`src/hdl/pidw_pkg.sv`:
```
// Shared types and constants for the port idle watchdog bank.
// Used by every module under hdl; depends on nothing else.
package pidw_pkg;

    localparam int NUM_PORTS_DEF = 16;
    localparam int COUNT_W       = 32;
    localparam int TIMEOUT_W     = 31;
    localparam int TICK_W        = 16;
    localparam int CFG_ADDR_W    = 2;
    localparam int CFG_DATA_W    = 32;

    // action codes
    localparam logic [1:0] ACT_START   = 2'd0;
    localparam logic [1:0] ACT_STOP    = 2'd1;
    localparam logic [1:0] ACT_REQUEST = 2'd2;
    localparam logic [1:0] ACT_TICK    = 2'd3;

    // configuration register indexes
    localparam logic [CFG_ADDR_W-1:0] CFG_ENABLE  = 2'd0;
    localparam logic [CFG_ADDR_W-1:0] CFG_TIMEOUT = 2'd1;
    localparam logic [CFG_ADDR_W-1:0] CFG_TICK    = 2'd2;

    typedef struct packed {
        logic [1:0] action;
        logic [3:0] port_id;
    } in_item_t;

    typedef struct packed {
        logic [3:0]         close_port;
        logic [COUNT_W-1:0] idle_time;
        logic               last;
    } out_item_t;

    // result of the shared update unit
    typedef struct packed {
        logic [COUNT_W-1:0] sum;
        logic               over;
    } upd_status_t;

    typedef enum logic [1:0] {
        ST_IDLE,
        ST_SCAN,
        ST_FLUSH
    } state_t;

endpackage

```
`src/hdl/port_idle_watchdog_bank_unit.sv`:
```
// Port idle watchdog bank, top level. Start, stop and request items are
// applied as they are accepted. A tick, when the watchdog is enabled, walks
// the ports through one shared add/compare unit and the counter store's
// single read port, one port per cycle while the result side does not stall;
// no new item is accepted until the walk ends. Close results leave in
// ascending port order; one result is held back until the next is found or
// the walk ends, so that last can be set on the final one.
// Depends on pidw_pkg, pidw_count_mem and pidw_update.
module port_idle_watchdog_bank_unit #(
    parameter int NUM_PORTS = pidw_pkg::NUM_PORTS_DEF
) (
    input  logic                               aclk,
    input  logic                               aresetn,
    input  logic                               s_valid,
    output logic                               s_ready,
    input  pidw_pkg::in_item_t                 s_data,
    output logic                               m_valid,
    input  logic                               m_ready,
    output pidw_pkg::out_item_t                m_data,
    input  logic                               cfg_valid,
    output logic                               cfg_ready,
    input  logic [pidw_pkg::CFG_ADDR_W-1:0]    cfg_addr,
    input  logic [pidw_pkg::CFG_DATA_W-1:0]    cfg_data
);

    localparam int PORT_W = (NUM_PORTS > 1) ? $clog2(NUM_PORTS) : 1;
    localparam logic [PORT_W-1:0] LAST_PORT = PORT_W'(NUM_PORTS - 1);

    // configuration
    logic                           enable_reg,  enable_next;
    logic [pidw_pkg::TIMEOUT_W-1:0] timeout_reg, timeout_next;
    logic [pidw_pkg::TICK_W-1:0]    tick_reg,    tick_next;

    // sequencer and port state
    pidw_pkg::state_t               state_reg, state_next;
    logic [PORT_W-1:0]              port_reg,  port_next;
    logic [NUM_PORTS-1:0]           running_reg, running_next;

    // held-back result and output register
    logic                           pend_valid_reg, pend_valid_next;
    logic [3:0]                     pend_port_reg,  pend_port_next;
    logic [pidw_pkg::COUNT_W-1:0]   pend_count_reg, pend_count_next;
    logic                           out_valid_reg,  out_valid_next;
    pidw_pkg::out_item_t            out_reg,        out_next;

    // store and unit
    logic                           wr_en;
    logic [PORT_W-1:0]              wr_addr;
    logic [pidw_pkg::COUNT_W-1:0]   wr_data;
    logic [PORT_W-1:0]              rd_addr;
    logic [pidw_pkg::COUNT_W-1:0]   rd_data;
    pidw_pkg::upd_status_t          upd;

    logic                           accept;
    logic                           port_ok;
    logic [PORT_W-1:0]              in_port;
    logic                           out_free;
    logic                           hit;
    logic                           can_go;
    logic                           at_last;

    pidw_count_mem #(
        .NUM_PORTS (NUM_PORTS)
    ) u_mem (
        .aclk    (aclk),
        .aresetn (aresetn),
        .wr_en   (wr_en),
        .wr_addr (wr_addr),
        .wr_data (wr_data),
        .rd_addr (rd_addr),
        .rd_data (rd_data)
    );

    pidw_update u_update (
        .count      (rd_data),
        .tick_ms    (tick_reg),
        .timeout_ms (timeout_reg),
        .status     (upd)
    );

    assign s_ready   = (state_reg == pidw_pkg::ST_IDLE);
    assign cfg_ready = 1'b1;
    assign m_valid   = out_valid_reg;
    assign m_data    = out_reg;

    assign accept   = s_valid && s_ready;
    assign port_ok  = {3'b000, s_data.port_id} < 7'(NUM_PORTS);
    assign in_port  = PORT_W'(s_data.port_id);
    assign out_free = !out_valid_reg || m_ready;
    assign at_last  = (port_reg == LAST_PORT);
    assign hit      = running_reg[port_reg] && upd.over;
    assign can_go   = !hit || !pend_valid_reg || out_free;

    // configuration writes
    always_comb begin
        enable_next  = enable_reg;
        timeout_next = timeout_reg;
        tick_next    = tick_reg;
        if (cfg_valid) begin
            case (cfg_addr)
                pidw_pkg::CFG_ENABLE:  enable_next  = cfg_data[0];
                pidw_pkg::CFG_TIMEOUT: timeout_next = cfg_data[pidw_pkg::TIMEOUT_W-1:0];
                pidw_pkg::CFG_TICK:    tick_next    = cfg_data[pidw_pkg::TICK_W-1:0];
                default: ;
            endcase
        end
    end

    // next state
    always_comb begin
        state_next = state_reg;
        case (state_reg)
            pidw_pkg::ST_IDLE: begin
                if (accept && s_data.action == pidw_pkg::ACT_TICK && enable_reg) begin
                    state_next = pidw_pkg::ST_SCAN;
                end
            end
            pidw_pkg::ST_SCAN: begin
                if (can_go && at_last) begin
                    state_next = pidw_pkg::ST_FLUSH;
                end
            end
            pidw_pkg::ST_FLUSH: begin
                if (!pend_valid_reg || out_free) begin
                    state_next = pidw_pkg::ST_IDLE;
                end
            end
            default: state_next = pidw_pkg::ST_IDLE;
        endcase
    end

    // datapath control
    always_comb begin
        port_next       = port_reg;
        running_next    = running_reg;
        pend_valid_next = pend_valid_reg;
        pend_port_next  = pend_port_reg;
        pend_count_next = pend_count_reg;
        out_next        = out_reg;
        out_valid_next  = out_valid_reg && !m_ready;
        wr_en           = 1'b0;
        wr_addr         = port_reg;
        wr_data         = upd.sum;
        rd_addr         = '0;
        case (state_reg)
            pidw_pkg::ST_IDLE: begin
                port_next = '0;
                if (accept && port_ok) begin
                    wr_addr = in_port;
                    wr_data = '0;
                    case (s_data.action)
                        pidw_pkg::ACT_START: begin
                            running_next[in_port] = 1'b1;
                            wr_en = 1'b1;
                        end
                        pidw_pkg::ACT_STOP:    running_next[in_port] = 1'b0;
                        pidw_pkg::ACT_REQUEST: wr_en = 1'b1;
                        default: ;
                    endcase
                end
            end
            pidw_pkg::ST_SCAN: begin
                if (can_go) begin
                    wr_en   = running_reg[port_reg];
                    rd_addr = at_last ? '0 : port_reg + PORT_W'(1);
                    port_next = port_reg + PORT_W'(1);
                    if (hit) begin
                        // release the held result, hold this one
                        if (pend_valid_reg) begin
                            out_next.close_port = pend_port_reg;
                            out_next.idle_time  = pend_count_reg;
                            out_next.last       = 1'b0;
                            out_valid_next      = 1'b1;
                        end
                        pend_valid_next = 1'b1;
                        pend_port_next  = 4'(port_reg);
                        pend_count_next = upd.sum;
                    end
                end else begin
                    // re-read this port while the result side stalls
                    rd_addr = port_reg;
                end
            end
            pidw_pkg::ST_FLUSH: begin
                if (pend_valid_reg && out_free) begin
                    out_next.close_port = pend_port_reg;
                    out_next.idle_time  = pend_count_reg;
                    out_next.last       = 1'b1;
                    out_valid_next      = 1'b1;
                    pend_valid_next     = 1'b0;
                end
            end
            default: ;
        endcase
    end

    always_ff @(posedge aclk) begin
        if (!aresetn) begin
            enable_reg     <= 1'b0;
            timeout_reg    <= '0;
            tick_reg       <= pidw_pkg::TICK_W'(1);
            state_reg      <= pidw_pkg::ST_IDLE;
            port_reg       <= '0;
            running_reg    <= '0;
            pend_valid_reg <= 1'b0;
            out_valid_reg  <= 1'b0;
        end else begin
            enable_reg     <= enable_next;
            timeout_reg    <= timeout_next;
            tick_reg       <= tick_next;
            state_reg      <= state_next;
            port_reg       <= port_next;
            running_reg    <= running_next;
            pend_valid_reg <= pend_valid_next;
            out_valid_reg  <= out_valid_next;
        end
    end

    always_ff @(posedge aclk) begin
        pend_port_reg  <= pend_port_next;
        pend_count_reg <= pend_count_next;
        out_reg        <= out_next;
    end

endmodule

```
`src/hdl/pidw_update.sv`:
```
// Shared saturating add and timeout compare for one idle counter.
// Depends on pidw_pkg.
module pidw_update (
    input  logic [pidw_pkg::COUNT_W-1:0]   count,
    input  logic [pidw_pkg::TICK_W-1:0]    tick_ms,
    input  logic [pidw_pkg::TIMEOUT_W-1:0] timeout_ms,
    output pidw_pkg::upd_status_t          status
);

    logic [pidw_pkg::COUNT_W:0] wide_sum;

    always_comb begin
        wide_sum = {1'b0, count} + {{(pidw_pkg::COUNT_W + 1 - pidw_pkg::TICK_W){1'b0}}, tick_ms};
        // saturate on carry out
        if (wide_sum[pidw_pkg::COUNT_W]) begin
            status.sum = {pidw_pkg::COUNT_W{1'b1}};
        end else begin
            status.sum = wide_sum[pidw_pkg::COUNT_W-1:0];
        end
        status.over = status.sum >
            {{(pidw_pkg::COUNT_W - pidw_pkg::TIMEOUT_W){1'b0}}, timeout_ms};
    end

endmodule

```
`src/hdl/pidw_count_mem.sv`:
```
// Idle counter store: one write and one registered read port, with a
// valid bit per entry so that unwritten entries read as zero.
// Depends on pidw_pkg.
module pidw_count_mem #(
    parameter int NUM_PORTS = pidw_pkg::NUM_PORTS_DEF,
    localparam int PORT_W = (NUM_PORTS > 1) ? $clog2(NUM_PORTS) : 1
) (
    input  logic                          aclk,
    input  logic                          aresetn,
    input  logic                          wr_en,
    input  logic [PORT_W-1:0]             wr_addr,
    input  logic [pidw_pkg::COUNT_W-1:0]  wr_data,
    input  logic [PORT_W-1:0]             rd_addr,
    output logic [pidw_pkg::COUNT_W-1:0]  rd_data
);

    logic [pidw_pkg::COUNT_W-1:0] mem [NUM_PORTS];
    logic [NUM_PORTS-1:0]         valid_reg;
    logic [NUM_PORTS-1:0]         valid_next;
    logic [pidw_pkg::COUNT_W-1:0] rd_data_reg;
    logic                         rd_valid_reg;
    logic                         rd_valid_next;

    always_ff @(posedge aclk) begin
        if (wr_en) begin
            mem[wr_addr] <= wr_data;
        end
        rd_data_reg <= mem[rd_addr];
    end

    always_comb begin
        valid_next = valid_reg;
        if (wr_en) begin
            valid_next[wr_addr] = 1'b1;
        end
        rd_valid_next = valid_reg[rd_addr];
    end

    always_ff @(posedge aclk) begin
        if (!aresetn) begin
            valid_reg    <= '0;
            rd_valid_reg <= 1'b0;
        end else begin
            valid_reg    <= valid_next;
            rd_valid_reg <= rd_valid_next;
        end
    end

    assign rd_data = rd_valid_reg ? rd_data_reg : '0;

endmodule

```
`config.mk`:
```
export PLATFORM = sky130hd
export DESIGN_NAME = port_idle_watchdog_bank_unit
export DESIGN_NICKNAME = d
export VERILOG_FILES = /design/src/hdl/pidw_pkg.sv /design/src/hdl/port_idle_watchdog_bank_unit.sv /design/src/hdl/pidw_update.sv /design/src/hdl/pidw_count_mem.sv
export SDC_FILE = /design/constraint.sdc
export NUM_CORES = 1
export LEC_CHECK = 0
export ABC_AREA = 1
export BUFFER_PORTS_ARGS = -buffer_cell sky130_fd_sc_hd__buf_2
export CAP_MARGIN = 30
export CORE_MARGIN = 3
export CORE_UTILIZATION = 62
export CTS_CLUSTER_DIAMETER = 30
export DETAILED_ROUTE_END_ITERATION = 10
export PLACE_DENSITY = 0.79
export SLEW_MARGIN = 40
export SYNTH_ARGS = -nofsm -noshare
export SYNTH_HDL_FRONTEND = slang
export SYNTH_SLANG_ARGS = --single-unit
```
`constraint.sdc`:
```
create_clock -name aclk -period 8.2 [get_ports aclk]
set_clock_uncertainty 0.05 [all_clocks]
set_input_delay 2.05 -clock aclk [delete_from_list [all_inputs] [get_ports aclk]]
set_output_delay 2.05 -clock aclk [all_outputs]
set_load 0.1 [all_outputs]
```
==> flow_summary.yaml <==
status:
  status: "complete, no violations"
global_routing:
  gr-total-overflow: 0
  grt_use_total: 0.2954
  grt_max_degree: 137
  grt_pass1_vias: 21288
  grt_first_pass_wirelength_um: 115300
  antenna_found_initial: 1
power_and_ir_drop:
  ir_drop_mv: 0.1785
  p_comb_frac: 0.193
  p_sw_mw: 3.524
  clkPwrFrac: 0.421
  p_int_mw: 7.890
  seq_power_share: 0.386
  power_density_mw_per_mm2: 325.1
  p_sw_frac: 0.3088
  leakage_nw: 14.42
clock_tree:
  cts.path.max_buffers: 3
  postCtsSetupBuffers: 0
  path_clk_slew_ps: 60
  htreeDepth: 3
  cts-resized-gates: 0
  cts_buffers: 116
  cts_tree: "yes"
  clock_latency_ps: 690
  cts_hold_buf: 0
  clock-sinks: 706
  cts_root_buffer: "clkbuf_16"
die:
  rows: 80
  num_io_pins: 85
  die_area_mm2: 0.05127
  die_y_um: 226.4
  core_mm2: 0.04785
  start_util: 0.6296
  fp.dieW_um: 226.4
worst_setup_path:
  crit_top_cell: "nand2_1"
  arrival_ps: 7660
  worst_r2r_startpoint: "u_mem.rd_valid_reg$_SDFF_PN0_"
  cp-start-kind: "register"
  crit_path_top_delay_cell: "inv_4"
  required_ps: 8770
  worst-setup-path-type: "reg2reg"
  reg2regPathDepth: 36
  crit_path_max_incr_delay_ps: 830
  crit_start: "u_mem.rd_valid_reg$_SDFF_PN0_"
  cp_max_fo: 65
  end_kind: "register"
yosys:
  synthAdderAreaFrac: 0.02185
  synth.net_count: 2843
  ys_seq_area_frac: 0.6636
  synth_edf_count: 585
  ys_ff_latch: 706
  yosys.cell_types.count: 45
  async_flop_share: 0
  syn-cell-area_mm2: 0.03012
  syn_inst: 2746
  synth_compound_area_frac: 0.1035
  synth_mux_area_frac: 0
  synth_flop_cell: "edfxtp_1"
  synth_area_leader_cell: "edfxtp_1"
  synth.area.top_cells: "edfxtp_1 (58%), dfxtp_1 (8.0%), o211ai_1 (6.4%)"
  yosysWarnings: 0
  syn_avg_cell_area_um2: 10.97
  synthSimpleGateAreaFrac: 0.1293
  synth.top_cell.area_share: 0.5832
  synth_top_family_by_area: "simple AND/OR/NAND/NOR gates"
  synthXorXnorAreaFrac: 0.003780
drt:
  routedWlPerCell_um: 21.30
  top_layer: "met5"
  routed-wl-met2_um: 36210
  met3_length_um: 8494
  wl_met1_um: 27880
  drc: 0
  num_vias: 21522
  first_iter_violations: 2638
  drtAntennaViolNets: 0
  vias_per_cell: 6.046
  wl_um: 75840
  drt_first_pass_iters: 6
timing:
  finalSetupViolations: 0
  slew_headroom: 0.3985
  min_period_ps: 7097
  period_share: 0.8655
  fmax_mhz: 140.9
  tightest_slew_ps: 900.9
  finalHoldViolations: 0
  tns_ps: 0
  rsz0062_at_grt: "no"
  maxSlewViolCount: 0
final_layout:
  drive_gt1_frac: 0.1216
  diodes: 0
  regMostFlops: "u_mem.mem"
  largest_reg_flops: 512
  syn2layout_area_growth_pct: 16.54
  finalNetCount: 2943
  post-route-util: 0.7337
worst_hold_path:
  worst_hold_path_type: "reg2reg"
  hold_start: "pend_count_reg[13]$_DFFE_PP_"
  holdPathStages: 0
placed_design:
  dpl.hpwl_um: 40890
  portBuffers: 82
  gp_congestion: 0.8997
run:
  maxCapViolCount: 0
## path summary, 6_finish.rpt
check | end | slack (ps)
min reg2reg | m_data[14]$_DFFE_PP_ | 370
min | m_data[14]$_DFFE_PP_ | 370
max | u_mem.rd_data_reg[14]$_DFF_P_ | 1100
max reg2reg | u_mem.rd_data_reg[14]$_DFF_P_ | 1100
## final cells by class
| class | instances | area (µm²) |
|---|---|---|
| clock buffer | 140 | 3044 |
| fill | 2857 | 12740 |
| tap | 615 | 769.5 |
| multi-input combinational | 1449 | 7905 |
| inverter | 449 | 1689 |
| clock inverter | 77 | 875.8 |
| sequential | 706 | 19990 |
| timing repair buffer | 124 | 833.3 |
## through the flow
step                      hold WS (ps)  instances  power [mW]  instance area [µm²]  setup slack, ps
after floorplan                  350.3       2746       6.017                30120             1106
after global placement           350.5       3342       6.474                31130             1258
after detailed placement         354.5       3343       6.577                31180             1237
after CTS                        365.4       3560       11.40                35100             1194
after global routing             369.6       3560       11.82                35110            429.6
final                            365.3       3560       11.41                35110             1103
## cell usage after synthesis (2+ instances only)
| master | n |
|---|---|
| a21oi_1 | 106 |
| nand2_1 | 489 |
| nor3_2 | 3 |
| dfxtp_1 | 121 |
| xor2_1 | 7 |
| clkinv_1 | 4 |
| clkbuf_1 | 51 |
| or2_2 | 6 |
| edfxtp_1 | 585 |
| a31oi_1 | 19 |
| nand4_1 | 17 |
| nand3b_1 | 4 |
| xnor2_1 | 6 |
| o21ai_0 | 81 |
| ha_1 | 51 |
| o211ai_1 | 257 |
| nor2_2 | 2 |
| nor4_1 | 2 |
| inv_1 | 442 |
| buf_2 | 78 |
| nand3_1 | 250 |
| buf_1 | 5 |
| buf_4 | 8 |
| nand3_2 | 2 |
| inv_2 | 3 |
| nor2_1 | 108 |
| a21o_1 | 4 |
| a221oi_1 | 2 |
| nand2_4 | 2 |
| a211oi_1 | 2 |
| nor3_1 | 14 |
| nand3_4 | 2 |
## worst max-delay path, delay by kind of cell (launching register included)
family          cells  cell delay [ps]
compound gates      3              550
fa+ha+maj           3              890
buf+inv             6             1540
flops               1              550
simple gates       24             3380
## metal layers
layer	vias up	track usage
met4	2	0.1522
met1	10184	0.3699
met3	266	0.07004
met5	-	0
li1	9755	-
met2	1315	0.4838
## layout by cell type (no fill, tap or decap), types with 6 or more instances in the layout
master,n
bufinv_16,13
nand3_1,250
nand4_1,17
o21ai_0,80
a21oi_2,10
buf_2,82
nor3_1,14
clkbuf_16,117
inv_6,11
xor2_1,7
inv_1,429
a31oi_1,19
buf_12,8
clkbuf_1,20
a21oi_1,95
xnor2_1,6
buf_4,33
edfxtp_1,585
o211ai_1,257
clkinvlp_4,18
dfxtp_1,121
clkinv_2,16
nor2_1,102
nand2_1,489
ha_1,50
or2_2,6
clkinv_1,22
## kinds of logic (layout without fill, tap and decap cells)
group	count (synthesis)	after routing
AO/OA/AOI/OAI	479	479
XOR/XNOR	13	13
adder cells (fa/ha/maj)	52	52
buffers and inverters	591	790
flip-flops	706	706
other	1	1
AND/OR/NAND/NOR	904	904
## power groups by stage
stage	clock (mW)	sequential, mW	combinational (mW)
final	4.81	4.40	2.21
after global routing	5.01	4.41	2.40
after CTS	4.83	4.39	2.17
after detailed placement	0	4.46	2.12
after global placement	0	4.45	2.02
after floorplan	0	4.64	1.38
(Power assumes the default switching activity.)
